File: config.mk
export PLATFORM = sky130hd
export DESIGN_NAME = greedy_paragraph_word_wrap
export DESIGN_NICKNAME = d
export VERILOG_FILES = /design/src/rtl/core/gpww_pkg.sv /design/src/rtl/core/gpww_ram.sv /design/src/rtl/core/gpww_front.sv /design/src/rtl/core/gpww_back.sv /design/src/rtl/core/greedy_paragraph_word_wrap.sv
export SDC_FILE = /design/constraint.sdc
export NUM_CORES = 1
export LEC_CHECK = 0
export ABC_AREA = 1
export BUFFER_PORTS_ARGS = -buffer_cell sky130_fd_sc_hd__buf_2
export CORE_UTILIZATION = 32
export DETAILED_ROUTE_END_ITERATION = 10
export GPL_TIMING_DRIVEN = 0
export PLACE_DENSITY = 0.54
export SLEW_MARGIN = 20
export SYNTH_ARGS = -nofsm -noshare
export SYNTH_HDL_FRONTEND = slang
export SYNTH_HIERARCHICAL = 1
export SYNTH_SLANG_ARGS = --single-unit
File: constraint.sdc
create_clock -name clk -period 4.8 [get_ports clk]
set_clock_uncertainty 0.2 [all_clocks]
set_input_delay 0.96 -clock clk [delete_from_list [all_inputs] [get_ports clk]]
set_output_delay 0.96 -clock clk [all_outputs]
set_load 0.01 [all_outputs]
File: src/rtl/core/gpww_pkg.sv
// ----------------------------------------------------------------------------
// gpww_pkg: shared types and constants for the greedy paragraph word wrap
// Character codes, configuration register indexes, widths and the item and
// configuration structures passed between the wrap modules.
// ----------------------------------------------------------------------------
`timescale 1ns / 1ps

package gpww_pkg;

    // Longest usable line, also the depth of the held word store.
    localparam int LINE_MAX = 62;
    localparam int WORD_AW  = $clog2(LINE_MAX);
    localparam int CNT_W    = $clog2(LINE_MAX + 1);
    localparam int COL_W    = 7;
    localparam int W_MIN    = 2;

    localparam logic [7:0] CH_NL  = 8'd10;
    localparam logic [7:0] CH_TAB = 8'd9;
    localparam logic [7:0] CH_SP  = 8'd32;

    localparam int CFG_IDX_W = 2;
    localparam logic [CFG_IDX_W-1:0] CFG_WRAP_LENGTH    = 2'd0;
    localparam logic [CFG_IDX_W-1:0] CFG_INDENT_COLUMNS = 2'd1;
    localparam logic [CFG_IDX_W-1:0] CFG_TAB_STOP       = 2'd2;

    localparam logic [11:0] WRAP_LENGTH_RESET    = 12'd72;
    localparam logic [11:0] INDENT_COLUMNS_RESET = 12'd0;
    localparam logic [4:0]  TAB_STOP_RESET       = 5'd8;

    typedef struct packed {
        logic [11:0] wrap_length;
        logic [11:0] indent_columns;
        logic [4:0]  tab_stop;
    } cfg_t;

    // Classified input item: raw byte, byte with newline turned into space.
    typedef struct packed {
        logic [7:0] raw;
        logic [7:0] ch;
        logic       ws;
        logic       tab;
        logic       pend;
    } item_t;

endpackage

File: src/rtl/core/gpww_ram.sv
// ----------------------------------------------------------------------------
// gpww_ram: generic single write port RAM with registered read
// One write and one read per cycle; read data appears in the cycle after the
// address.
// ----------------------------------------------------------------------------
`timescale 1ns / 1ps

module gpww_ram #(
    parameter int WIDTH = 8,
    parameter int DEPTH = 62
) (
    input  logic                     clk,
    input  logic                     we,
    input  logic [$clog2(DEPTH)-1:0] waddr,
    input  logic [WIDTH-1:0]         wdata,
    input  logic [$clog2(DEPTH)-1:0] raddr,
    output logic [WIDTH-1:0]         rdata
);

    logic [WIDTH-1:0] mem_reg [DEPTH];
    logic [WIDTH-1:0] rdata_reg;

    always_ff @(posedge clk)
    begin
        if (we)
        begin
            mem_reg[waddr] <= wdata;
        end
        rdata_reg <= mem_reg[raddr];
    end

    assign rdata = rdata_reg;

endmodule

File: src/rtl/core/gpww_front.sv
// ----------------------------------------------------------------------------
// gpww_front: input side of the word wrap
// Accepts paragraph bytes, classifies them as whitespace, tab or word
// character, and holds them in a two entry queue for the wrap engine.
// ----------------------------------------------------------------------------
`timescale 1ns / 1ps

module gpww_front (
    input  logic            clk,
    input  logic            rst_n,
    input  logic            s_tvalid,
    output logic            s_tready,
    input  logic [7:0]      s_tdata,
    input  logic            s_tlast,
    output logic            item_valid,
    input  logic            item_ready,
    output gpww_pkg::item_t item
);

    gpww_pkg::item_t q_reg [2];
    logic            wr_ptr_reg;
    logic            wr_ptr_next;
    logic            rd_ptr_reg;
    logic            rd_ptr_next;
    logic [1:0]      cnt_reg;
    logic [1:0]      cnt_next;
    gpww_pkg::item_t in_item;
    logic            push;
    logic            pop;

    // A newline counts as a space once wrapping is on; the raw byte is kept
    // for the pass-through case.
    always_comb
    begin
        in_item.raw  = s_tdata;
        in_item.ch   = (s_tdata == gpww_pkg::CH_NL) ? gpww_pkg::CH_SP : s_tdata;
        in_item.tab  = (s_tdata == gpww_pkg::CH_TAB);
        in_item.ws   = (s_tdata == gpww_pkg::CH_TAB) || (s_tdata == gpww_pkg::CH_SP) ||
                       (s_tdata == gpww_pkg::CH_NL);
        in_item.pend = s_tlast;
    end

    assign s_tready   = (cnt_reg != 2'd2);
    assign item_valid = (cnt_reg != 2'd0);
    assign item       = q_reg[rd_ptr_reg];
    assign push       = s_tvalid && s_tready;
    assign pop        = item_valid && item_ready;

    always_comb
    begin
        wr_ptr_next = push ? !wr_ptr_reg : wr_ptr_reg;
        rd_ptr_next = pop ? !rd_ptr_reg : rd_ptr_reg;
        cnt_next    = cnt_reg + 2'(push) - 2'(pop);
    end

    always_ff @(posedge clk)
    begin
        if (push)
        begin
            q_reg[wr_ptr_reg] <= in_item;
        end
    end

    always_ff @(posedge clk or negedge rst_n)
    begin
        if (!rst_n)
        begin
            wr_ptr_reg <= 1'b0;
            rd_ptr_reg <= 1'b0;
            cnt_reg    <= 2'd0;
        end
        else
        begin
            wr_ptr_reg <= wr_ptr_next;
            rd_ptr_reg <= rd_ptr_next;
            cnt_reg    <= cnt_next;
        end
    end

    a_cnt_range: assert property (@(posedge clk) disable iff (!rst_n)
        cnt_reg != 2'd3)
        else $error("front queue count out of range");

    a_cnt_track: assert property (@(posedge clk) disable iff (!rst_n)
        (push && !pop) |=> (cnt_reg == $past(cnt_reg) + 2'd1))
        else $error("front queue count missed a push");

    a_cnt_drop: assert property (@(posedge clk) disable iff (!rst_n)
        (pop && !push) |=> (cnt_reg == $past(cnt_reg) - 2'd1))
        else $error("front queue count missed a pop");

endmodule

File: src/rtl/core/gpww_back.sv
// ----------------------------------------------------------------------------
// gpww_back: wrap engine
// Keeps the line state, decides per item which bytes go out, holds the
// current word in a small RAM and drains bytes through an output register.
// ----------------------------------------------------------------------------
`timescale 1ns / 1ps

module gpww_back (
    input  logic            clk,
    input  logic            rst_n,
    input  gpww_pkg::cfg_t  cfg,
    input  logic            item_valid,
    output logic            item_ready,
    input  gpww_pkg::item_t item,
    output logic            m_tvalid,
    input  logic            m_tready,
    output logic [7:0]      m_tdata,
    output logic            m_tlast
);

    typedef enum logic [3:0] {
        S_SEQ,
        S_MOD,
        S_DECIDE,
        S_HELD,
        S_NL,
        S_WRD_RD,
        S_WRD_EM,
        S_CHR,
        S_FHELD,
        S_FWRD_RD,
        S_FWRD_EM
    } state_t;

    // Bytes still owed for the current item, in output order.
    typedef struct packed {
        logic                       held;
        logic [7:0]                 held_ch;
        logic                       nl;
        logic [gpww_pkg::CNT_W-1:0] wcnt;
        logic                       c;
        logic [7:0]                 c_ch;
        logic                       fheld;
        logic [7:0]                 fheld_ch;
        logic [gpww_pkg::CNT_W-1:0] fwcnt;
    } plan_t;

    state_t                     state_reg,    state_next;
    logic [gpww_pkg::COL_W-1:0] column_reg,   column_next;
    logic                       held_v_reg,   held_v_next;
    logic [7:0]                 held_ch_reg,  held_ch_next;
    logic [gpww_pkg::CNT_W-1:0] wc_reg,       wc_next;
    logic                       bp_reg,       bp_next;
    logic                       wals_reg,     wals_next;
    gpww_pkg::item_t            item_reg,     item_next;
    logic [4:0]                 rem_reg,      rem_next;
    logic [2:0]                 mod_cnt_reg,  mod_cnt_next;
    plan_t                      plan_reg,     plan_next;
    logic [gpww_pkg::CNT_W-1:0] idx_reg,      idx_next;
    logic                       out_valid_reg, out_valid_next;
    logic [7:0]                 out_byte_reg, out_byte_next;
    logic                       out_last_reg, out_last_next;

    logic                       enabled;
    logic signed [12:0]         wdiff;
    logic [gpww_pkg::CNT_W-1:0] width;
    logic [4:0]                 ts;
    logic [7:0]                 xn;
    logic [5:0]                 mod_tmp;
    logic [2:0]                 mod_bit;
    logic                       can_emit;
    logic                       emit;
    logic [7:0]                 emit_byte;
    logic                       plan_busy;
    logic                       ram_we;
    logic [7:0]                 ram_rdata;

    function automatic logic busy(plan_t p);
        busy = p.held || p.nl || (p.wcnt != '0) || p.c || p.fheld || (p.fwcnt != '0);
    endfunction

    assign enabled = (cfg.wrap_length >= 12'(gpww_pkg::W_MIN));
    assign wdiff   = $signed({1'b0, cfg.wrap_length}) - $signed({1'b0, cfg.indent_columns});

    // Usable width, clamped between two columns and the line store depth.
    always_comb
    begin
        if (wdiff < 13'sd2)
        begin
            width = gpww_pkg::CNT_W'(gpww_pkg::W_MIN);
        end
        else if (wdiff > 13'(gpww_pkg::LINE_MAX))
        begin
            width = gpww_pkg::CNT_W'(gpww_pkg::LINE_MAX);
        end
        else
        begin
            width = wdiff[gpww_pkg::CNT_W-1:0];
        end
    end

    assign ts = (cfg.tab_stop == 5'd0) ? 5'd1 : cfg.tab_stop;

    // rem_reg holds column modulo the tab stop once the divide steps finish.
    assign xn = item_reg.tab ? (8'(column_reg) + 8'(ts) - 8'(rem_reg))
                             : (8'(column_reg) + 8'd1);

    assign mod_bit   = 3'(gpww_pkg::COL_W - 1) - mod_cnt_reg;
    assign mod_tmp   = {rem_reg, column_reg[mod_bit]};
    assign can_emit  = !out_valid_reg || m_tready;
    assign plan_busy = busy(plan_reg);
    assign item_ready = (state_reg == S_SEQ) && !plan_busy;
    assign ram_we    = (state_reg == S_DECIDE) && enabled && !bp_reg && !item_reg.ws &&
                       !wals_reg && held_v_reg && (xn <= 8'(width)) &&
                       (wc_reg < gpww_pkg::CNT_W'(gpww_pkg::LINE_MAX));

    gpww_ram #(
        .WIDTH (8),
        .DEPTH (gpww_pkg::LINE_MAX)
    ) u_word_ram (
        .clk   (clk),
        .we    (ram_we),
        .waddr (wc_reg[gpww_pkg::WORD_AW-1:0]),
        .wdata (item_reg.ch),
        .raddr (idx_reg[gpww_pkg::WORD_AW-1:0]),
        .rdata (ram_rdata)
    );

    always_comb
    begin
        state_next    = state_reg;
        column_next   = column_reg;
        held_v_next   = held_v_reg;
        held_ch_next  = held_ch_reg;
        wc_next       = wc_reg;
        bp_next       = bp_reg;
        wals_next     = wals_reg;
        item_next     = item_reg;
        rem_next      = rem_reg;
        mod_cnt_next  = mod_cnt_reg;
        plan_next     = plan_reg;
        idx_next      = idx_reg;
        emit          = 1'b0;
        emit_byte     = 8'd0;

        case (state_reg)
            S_SEQ:
            begin
                idx_next = '0;
                if (plan_reg.held)
                begin
                    state_next = S_HELD;
                end
                else if (plan_reg.nl)
                begin
                    state_next = S_NL;
                end
                else if (plan_reg.wcnt != '0)
                begin
                    state_next = S_WRD_RD;
                end
                else if (plan_reg.c)
                begin
                    state_next = S_CHR;
                end
                else if (plan_reg.fheld)
                begin
                    state_next = S_FHELD;
                end
                else if (plan_reg.fwcnt != '0)
                begin
                    state_next = S_FWRD_RD;
                end
                else if (item_valid)
                begin
                    item_next    = item;
                    rem_next     = 5'd0;
                    mod_cnt_next = 3'd0;
                    state_next   = (item.tab && enabled && !bp_reg) ? S_MOD : S_DECIDE;
                end
            end

            S_MOD:
            begin
                // Restoring remainder, one column bit per cycle, MSB first.
                if (mod_tmp >= 6'(ts))
                begin
                    rem_next = 5'(mod_tmp - 6'(ts));
                end
                else
                begin
                    rem_next = mod_tmp[4:0];
                end
                mod_cnt_next = mod_cnt_reg + 3'd1;
                if (mod_cnt_reg == 3'(gpww_pkg::COL_W - 1))
                begin
                    state_next = S_DECIDE;
                end
            end

            S_DECIDE:
            begin
                plan_next = '0;
                if (!enabled)
                begin
                    plan_next.held    = held_v_reg;
                    plan_next.held_ch = held_ch_reg;
                    plan_next.wcnt    = wc_reg;
                    plan_next.c       = 1'b1;
                    plan_next.c_ch    = item_reg.raw;
                    column_next  = '0;
                    held_v_next  = 1'b0;
                    held_ch_next = gpww_pkg::CH_SP;
                    wc_next      = '0;
                    bp_next      = 1'b0;
                    wals_next    = 1'b1;
                end
                else
                begin
                    if (bp_reg)
                    begin
                        // An overflow waits for the next word to open a line.
                        if (item_reg.ws)
                        begin
                            plan_next.held    = held_v_reg;
                            plan_next.held_ch = held_ch_reg;
                            held_v_next       = 1'b1;
                            held_ch_next      = item_reg.ch;
                        end
                        else if (held_v_reg)
                        begin
                            plan_next.nl   = 1'b1;
                            plan_next.c    = 1'b1;
                            plan_next.c_ch = item_reg.ch;
                            held_v_next    = 1'b0;
                            column_next    = gpww_pkg::COL_W'(1);
                            bp_next        = 1'b0;
                            wals_next      = 1'b1;
                        end
                        else
                        begin
                            plan_next.c    = 1'b1;
                            plan_next.c_ch = item_reg.ch;
                        end
                    end
                    else if (item_reg.ws)
                    begin
                        plan_next.held    = held_v_reg;
                        plan_next.held_ch = held_ch_reg;
                        plan_next.wcnt    = wc_reg;
                        wc_next           = '0;
                        held_v_next       = 1'b1;
                        held_ch_next      = item_reg.ch;
                        wals_next         = 1'b0;
                        if (xn > 8'(width))
                        begin
                            bp_next = 1'b1;
                        end
                        else
                        begin
                            column_next = xn[gpww_pkg::COL_W-1:0];
                        end
                    end
                    else if (wals_reg || !held_v_reg)
                    begin
                        plan_next.c    = 1'b1;
                        plan_next.c_ch = item_reg.ch;
                        if (xn > 8'(width))
                        begin
                            bp_next = 1'b1;
                        end
                        else
                        begin
                            column_next = xn[gpww_pkg::COL_W-1:0];
                        end
                    end
                    else if (xn > 8'(width))
                    begin
                        // The held whitespace becomes a newline and the word moves down.
                        plan_next.nl   = 1'b1;
                        plan_next.wcnt = wc_reg;
                        plan_next.c    = 1'b1;
                        plan_next.c_ch = item_reg.ch;
                        held_v_next    = 1'b0;
                        column_next    = gpww_pkg::COL_W'(wc_reg) + gpww_pkg::COL_W'(1);
                        wc_next        = '0;
                        wals_next      = 1'b1;
                    end
                    else if (wc_reg < gpww_pkg::CNT_W'(gpww_pkg::LINE_MAX))
                    begin
                        wc_next     = wc_reg + gpww_pkg::CNT_W'(1);
                        column_next = xn[gpww_pkg::COL_W-1:0];
                    end
                    else
                    begin
                        plan_next.c    = 1'b1;
                        plan_next.c_ch = item_reg.ch;
                        column_next    = xn[gpww_pkg::COL_W-1:0];
                    end

                    if (item_reg.pend)
                    begin
                        plan_next.fheld    = held_v_next;
                        plan_next.fheld_ch = held_ch_next;
                        plan_next.fwcnt    = wc_next;
                        column_next  = '0;
                        held_v_next  = 1'b0;
                        held_ch_next = gpww_pkg::CH_SP;
                        wc_next      = '0;
                        bp_next      = 1'b0;
                        wals_next    = 1'b1;
                    end
                end
                state_next = S_SEQ;
            end

            S_HELD:
            begin
                if (can_emit)
                begin
                    emit           = 1'b1;
                    emit_byte      = plan_reg.held_ch;
                    plan_next.held = 1'b0;
                    state_next     = S_SEQ;
                end
            end

            S_NL:
            begin
                if (can_emit)
                begin
                    emit         = 1'b1;
                    emit_byte    = gpww_pkg::CH_NL;
                    plan_next.nl = 1'b0;
                    state_next   = S_SEQ;
                end
            end

            S_WRD_RD:
            begin
                state_next = S_WRD_EM;
            end

            S_WRD_EM:
            begin
                if (can_emit)
                begin
                    emit           = 1'b1;
                    emit_byte      = ram_rdata;
                    plan_next.wcnt = plan_reg.wcnt - gpww_pkg::CNT_W'(1);
                    idx_next       = idx_reg + gpww_pkg::CNT_W'(1);
                    state_next     = (plan_reg.wcnt == gpww_pkg::CNT_W'(1)) ? S_SEQ : S_WRD_RD;
                end
            end

            S_CHR:
            begin
                if (can_emit)
                begin
                    emit        = 1'b1;
                    emit_byte   = plan_reg.c_ch;
                    plan_next.c = 1'b0;
                    state_next  = S_SEQ;
                end
            end

            S_FHELD:
            begin
                if (can_emit)
                begin
                    emit            = 1'b1;
                    emit_byte       = plan_reg.fheld_ch;
                    plan_next.fheld = 1'b0;
                    state_next      = S_SEQ;
                end
            end

            S_FWRD_RD:
            begin
                state_next = S_FWRD_EM;
            end

            S_FWRD_EM:
            begin
                if (can_emit)
                begin
                    emit            = 1'b1;
                    emit_byte       = ram_rdata;
                    plan_next.fwcnt = plan_reg.fwcnt - gpww_pkg::CNT_W'(1);
                    idx_next        = idx_reg + gpww_pkg::CNT_W'(1);
                    state_next      = (plan_reg.fwcnt == gpww_pkg::CNT_W'(1)) ? S_SEQ
                                                                               : S_FWRD_RD;
                end
            end

            default:
            begin
                state_next = S_SEQ;
            end
        endcase
    end

    // The byte that empties the plan is the last one this item causes.
    always_comb
    begin
        if (emit)
        begin
            out_valid_next = 1'b1;
            out_byte_next  = emit_byte;
            out_last_next  = !busy(plan_next);
        end
        else
        begin
            out_valid_next = out_valid_reg && !m_tready;
            out_byte_next  = out_byte_reg;
            out_last_next  = out_last_reg;
        end
    end

    always_ff @(posedge clk or negedge rst_n)
    begin
        if (!rst_n)
        begin
            state_reg     <= S_SEQ;
            column_reg    <= '0;
            held_v_reg    <= 1'b0;
            held_ch_reg   <= gpww_pkg::CH_SP;
            wc_reg        <= '0;
            bp_reg        <= 1'b0;
            wals_reg      <= 1'b1;
            plan_reg      <= '0;
            idx_reg       <= '0;
            rem_reg       <= 5'd0;
            mod_cnt_reg   <= 3'd0;
            out_valid_reg <= 1'b0;
        end
        else
        begin
            state_reg     <= state_next;
            column_reg    <= column_next;
            held_v_reg    <= held_v_next;
            held_ch_reg   <= held_ch_next;
            wc_reg        <= wc_next;
            bp_reg        <= bp_next;
            wals_reg      <= wals_next;
            plan_reg      <= plan_next;
            idx_reg       <= idx_next;
            rem_reg       <= rem_next;
            mod_cnt_reg   <= mod_cnt_next;
            out_valid_reg <= out_valid_next;
        end
    end

    always_ff @(posedge clk)
    begin
        item_reg     <= item_next;
        out_byte_reg <= out_byte_next;
        out_last_reg <= out_last_next;
    end

    assign m_tvalid = out_valid_reg;
    assign m_tdata  = out_byte_reg;
    assign m_tlast  = out_last_reg;

    a_word_count: assert property (@(posedge clk) disable iff (!rst_n)
        wc_reg <= gpww_pkg::CNT_W'(gpww_pkg::LINE_MAX))
        else $error("held word count beyond store depth");

    a_column: assert property (@(posedge clk) disable iff (!rst_n)
        column_reg <= gpww_pkg::COL_W'(gpww_pkg::LINE_MAX + 1))
        else $error("column beyond longest line");

    a_plan_empty: assert property (@(posedge clk) disable iff (!rst_n)
        (state_reg == S_DECIDE) |-> !plan_busy)
        else $error("new item decided while bytes are still owed");

    a_ram_write: assert property (@(posedge clk) disable iff (!rst_n)
        ram_we |-> (wc_reg < gpww_pkg::CNT_W'(gpww_pkg::LINE_MAX)))
        else $error("word store written past its depth");

    a_mod_exit: assert property (@(posedge clk) disable iff (!rst_n)
        (state_reg == S_MOD) |=> (state_reg == S_MOD || state_reg == S_DECIDE))
        else $error("tab remainder steps left early");

endmodule

File: src/rtl/core/greedy_paragraph_word_wrap.sv
// ----------------------------------------------------------------------------
// greedy_paragraph_word_wrap: greedy re-breaking of a byte stream paragraph
// Bytes arrive one item at a time and leave in the same order, with the
// whitespace before a word that would overflow the line turned into a
// newline. The input side queues up to two items, so it keeps accepting
// while the wrap engine works. The engine handles one item at a time: a word
// character that is only held goes through the sequence and decide states, a
// byte passed straight out also goes through the character state, a tab
// first, when wrapping is on, steps through the column remainder by the tab
// stop (one bit per cycle), and each byte of a held word drained from the word
// store takes a read and an emit state because that RAM has a registered read
// port. The last byte an item causes carries tlast. Configuration writes
// are taken in any cycle; they are meant to be made while the block is idle.
// ----------------------------------------------------------------------------
`timescale 1ns / 1ps

module greedy_paragraph_word_wrap (
    input  logic        clk,
    input  logic        rst_n,
    input  logic        s_axis_tvalid,
    output logic        s_axis_tready,
    input  logic [7:0]  s_axis_tdata,   // [7:0] in_byte
    input  logic        s_axis_tlast,   // paragraph_end
    output logic        m_axis_tvalid,
    input  logic        m_axis_tready,
    output logic [7:0]  m_axis_tdata,   // [7:0] out_byte
    output logic        m_axis_tlast,   // run_last
    input  logic        cfg_valid,
    output logic        cfg_ready,
    input  logic [1:0]  cfg_index,
    input  logic [11:0] cfg_data
);

    gpww_pkg::cfg_t  cfg_reg;
    gpww_pkg::cfg_t  cfg_next;
    logic            item_valid;
    logic            item_ready;
    gpww_pkg::item_t item;

    assign cfg_ready = 1'b1;

    always_comb
    begin
        cfg_next = cfg_reg;
        if (cfg_valid)
        begin
            case (cfg_index)
                gpww_pkg::CFG_WRAP_LENGTH:    cfg_next.wrap_length    = cfg_data;
                gpww_pkg::CFG_INDENT_COLUMNS: cfg_next.indent_columns = cfg_data;
                gpww_pkg::CFG_TAB_STOP:       cfg_next.tab_stop       = cfg_data[4:0];
                default:                      cfg_next = cfg_reg;
            endcase
        end
    end

    always_ff @(posedge clk or negedge rst_n)
    begin
        if (!rst_n)
        begin
            cfg_reg.wrap_length    <= gpww_pkg::WRAP_LENGTH_RESET;
            cfg_reg.indent_columns <= gpww_pkg::INDENT_COLUMNS_RESET;
            cfg_reg.tab_stop       <= gpww_pkg::TAB_STOP_RESET;
        end
        else
        begin
            cfg_reg <= cfg_next;
        end
    end

    gpww_front u_front (
        .clk        (clk),
        .rst_n      (rst_n),
        .s_tvalid   (s_axis_tvalid),
        .s_tready   (s_axis_tready),
        .s_tdata    (s_axis_tdata),
        .s_tlast    (s_axis_tlast),
        .item_valid (item_valid),
        .item_ready (item_ready),
        .item       (item)
    );

    gpww_back u_back (
        .clk        (clk),
        .rst_n      (rst_n),
        .cfg        (cfg_reg),
        .item_valid (item_valid),
        .item_ready (item_ready),
        .item       (item),
        .m_tvalid   (m_axis_tvalid),
        .m_tready   (m_axis_tready),
        .m_tdata    (m_axis_tdata),
        .m_tlast    (m_axis_tlast)
    );

endmodule
==> metrics.txt <==
first-pass GRT wire length between 100000 and 150000 µm; Mean Syn Cell Area about 10 µm²; total power between 15 and 20 mW; via density per instance approximately 5.0; initial drt markers approximately 2300; Ports 40; crit start category flop; Crit Path Class flop to flop; Async SR Flop Fraction between 15 and 20%; drt total wl between 90000 and 100000 µm; synthesized flop and latch total 686; LEAKAGE about 15 nW; DR WL/cell a little over 20 µm; first drt pass iteration count 6; gr ovfl total 0; Worst Path Buf+Inv 12; Nets 3408; Die Area roughly 100000 µm²; Total GRT Usage a little under a fifth; area grow syn2layout 23.6%; largest net degree at the start of global routing 67; Initial Util roughly a third; Area contributors post-synth edfxtp_1 54%, nand2_1 12%, dfrtp_1 8.9%; Synth top area share a little over half; Hold Path Class primary input to asynchronous set/reset pin; YS warnings 6; placed wire-length estimate 64900 µm; port bufs 37; Antenna Cells 0; EDFF count, synth approximately 560; min Tclk post-route ~5100 ps; max incr delay on CP about 560 ps; post-synth net total about 3200; Site Rows ~110; Post-Syn Instances approximately 3000; most frequent cells in the layout 953 x nand2_1, 562 x edfxtp_1, 488 x nand3_1; DRC viols 0; via count of the first global-routing pass 22300; RSZ-0062 raised after global routing true; RePlAce Congestion 0.899; Seq/Total Area, Yosys between 60 and 70%; FMAX a little under 0.2 GHz; CTS tree done; Max transition margin approximately a quarter; Placed Instances between 4000 and 5000; Sink Count 686; Worst-path clk slew 60 ps; status complete, but fails checks; failing checks negative setup slack; CP Capture Type flop; core area 95600 µm²; Final WS setup -279 ps; initial antenna violation count 0; Crit-path slowest cell dfstp_2; commonest non-fill, non-tap cell in the layout nand2_1; layout cells sized above 1 16.2%; CTS max path bufs 3; worst skew pair latency 660 ps; Synth area leader edfxtp_1; CP Data Arrival Time ~5200 ps; most used cell, CP buf_6; synthesized area between 30000 and 40000 µm²; post-route ant nets 0; Fin Hold WS 27.0 ps; Final Util approximately two fifths; Root Buffer clkbuf_16; worst-margin pin slew roughly 1100 ps; maximum vdd ir drop 399 µV; Pwr per Cell Area around 510 nW/µm²; Slew Limit Fails 0; max reg flops between 400 and 500; fin crit share 106%; Yosys cell types 58; final cell count without fillers about 4700; Critical Path RT about 5000 ps; via count roughly 23000; CTS H-tree depth 3; MaxCap Viol Count 0; Num CTS Buffers 77; final setup vio count about 480; crit path max fanout 8; Primary FF master, synth edfxtp_1; endpoints failing hold 0; Die Y-Extent 314 µm; CP top delay family simple AND/OR/NAND/NOR gates; Die W approximately 310 µm
## per-layer routing
| metal | GRT usage, % | up-vias | wire, µm |
|---|---|---|---|
| met4 | 7.47 | 0 | 3400 |
| li1 | - | 11000 | - |
| met3 | 3.22 | 194 | 7140 |
| met2 | 29.7 | 929 | 42700 |
| met5 | 0 | - | 0 |
| met1 | 25.9 | 11200 | 40600 |
## metrics by stage
stage / TNS (ps) / cell area [µm²] / worst slack [ps]
after floorplan: -1800 / 31100 / -14.1
after global placement: -609560 / 32800 / -1360
after detailed placement: -614590 / 33400 / -1420
after CTS: -81920 / 37700 / -406
after global routing: -192570 / 38400 / -522
final: -75420 / 38400 / -279
## final timing paths
check | startpoint | end | slack, ps | cells after the start
setup / recovery | cfg_reg[20] | u_back/u_word_ram/mem_reg[32][5] | -280 | 35
min in group clk | cfg_reg[10] | cfg_reg[10] | 270 | 2
max in group asynchronous | rst_n | cfg_reg[23] | 3620 | 2
hold / removal | rst_n | u_front/wr_ptr_reg | 30 | 1
hold reg to reg | cfg_reg[10] | cfg_reg[10] | 270 | 2
setup reg to reg | cfg_reg[20] | u_back/u_word_ram/mem_reg[32][5] | -280 | 35
## cells by family (layout without fill, tap and decap cells)
logic type | after synthesis | in the layout | synth area share (%)
and+or+nand+nor | 1721 | 1721 | 23.6
xor gates and xnor gates | 24 | 24 | 0.677
other | 1 | 1 | 0.0121
AOI/OAI and AO/OA | 215 | 215 | 4.13
adders and majority gates | 50 | 50 | 2.18
DFF | 686 | 686 | 64.2
buffers and inverters | 376 | 692 | 5.16
## worst reg2reg max path, delay by kind of cell (launching register included)
kind,cells,cell delay [ps]
compound gates,4,580
xor+xnor,1,130
flops,1,560
simple gates,16,1560
buf+inv,12,1300
fa+ha+maj,2,510
## cell usage after synthesis, drive strengths merged (3+ instances only)
cell type,number
clkbuf,41
nand2,976
a221oi,3
edfxtp,562
buf,100
a211oi,3
a31oi,7
dfxtp,8
nor2,192
fa,7
a21o,3
ha,43
dfstp,5
a32oi,3
nand3,491
o22ai,15
o31ai,4
nand4,34
o211ai,10
inv,234
nor3,21
o221ai,5
o21bai,4
a21oi,59
xnor2,5
o21ai,86
xor2,19
dfrtp,111
a41oi,3
## layout make-up
type / count / area, µm²
clock buffer: 104 / 2050
buffer: 141 / 729
multi-input combinational: 2011 / 10300
clock inverter: 34 / 450
tap: 1265 / 1580
inverter: 235 / 885
timing repair buffer: 178 / 2470
sequential: 686 / 19900
fill: 9256 / 57200
## what timing repair did
item                       in CTS  in global routing
hold buffers                    0                  0
setup buffers                  81                 30
gates resized for setup       150                 66
setup endpoints to repair     496                497
pin swaps                      48                 57
cloned                          0                  0
## where the power goes
part | internal [mW] | switching (mW)
registers | 6.90 | 0.339
clock network | 3.41 | 2.45
logic | 1.93 | 4.38
No activity file was read; power rests on OpenSTA's default activity.
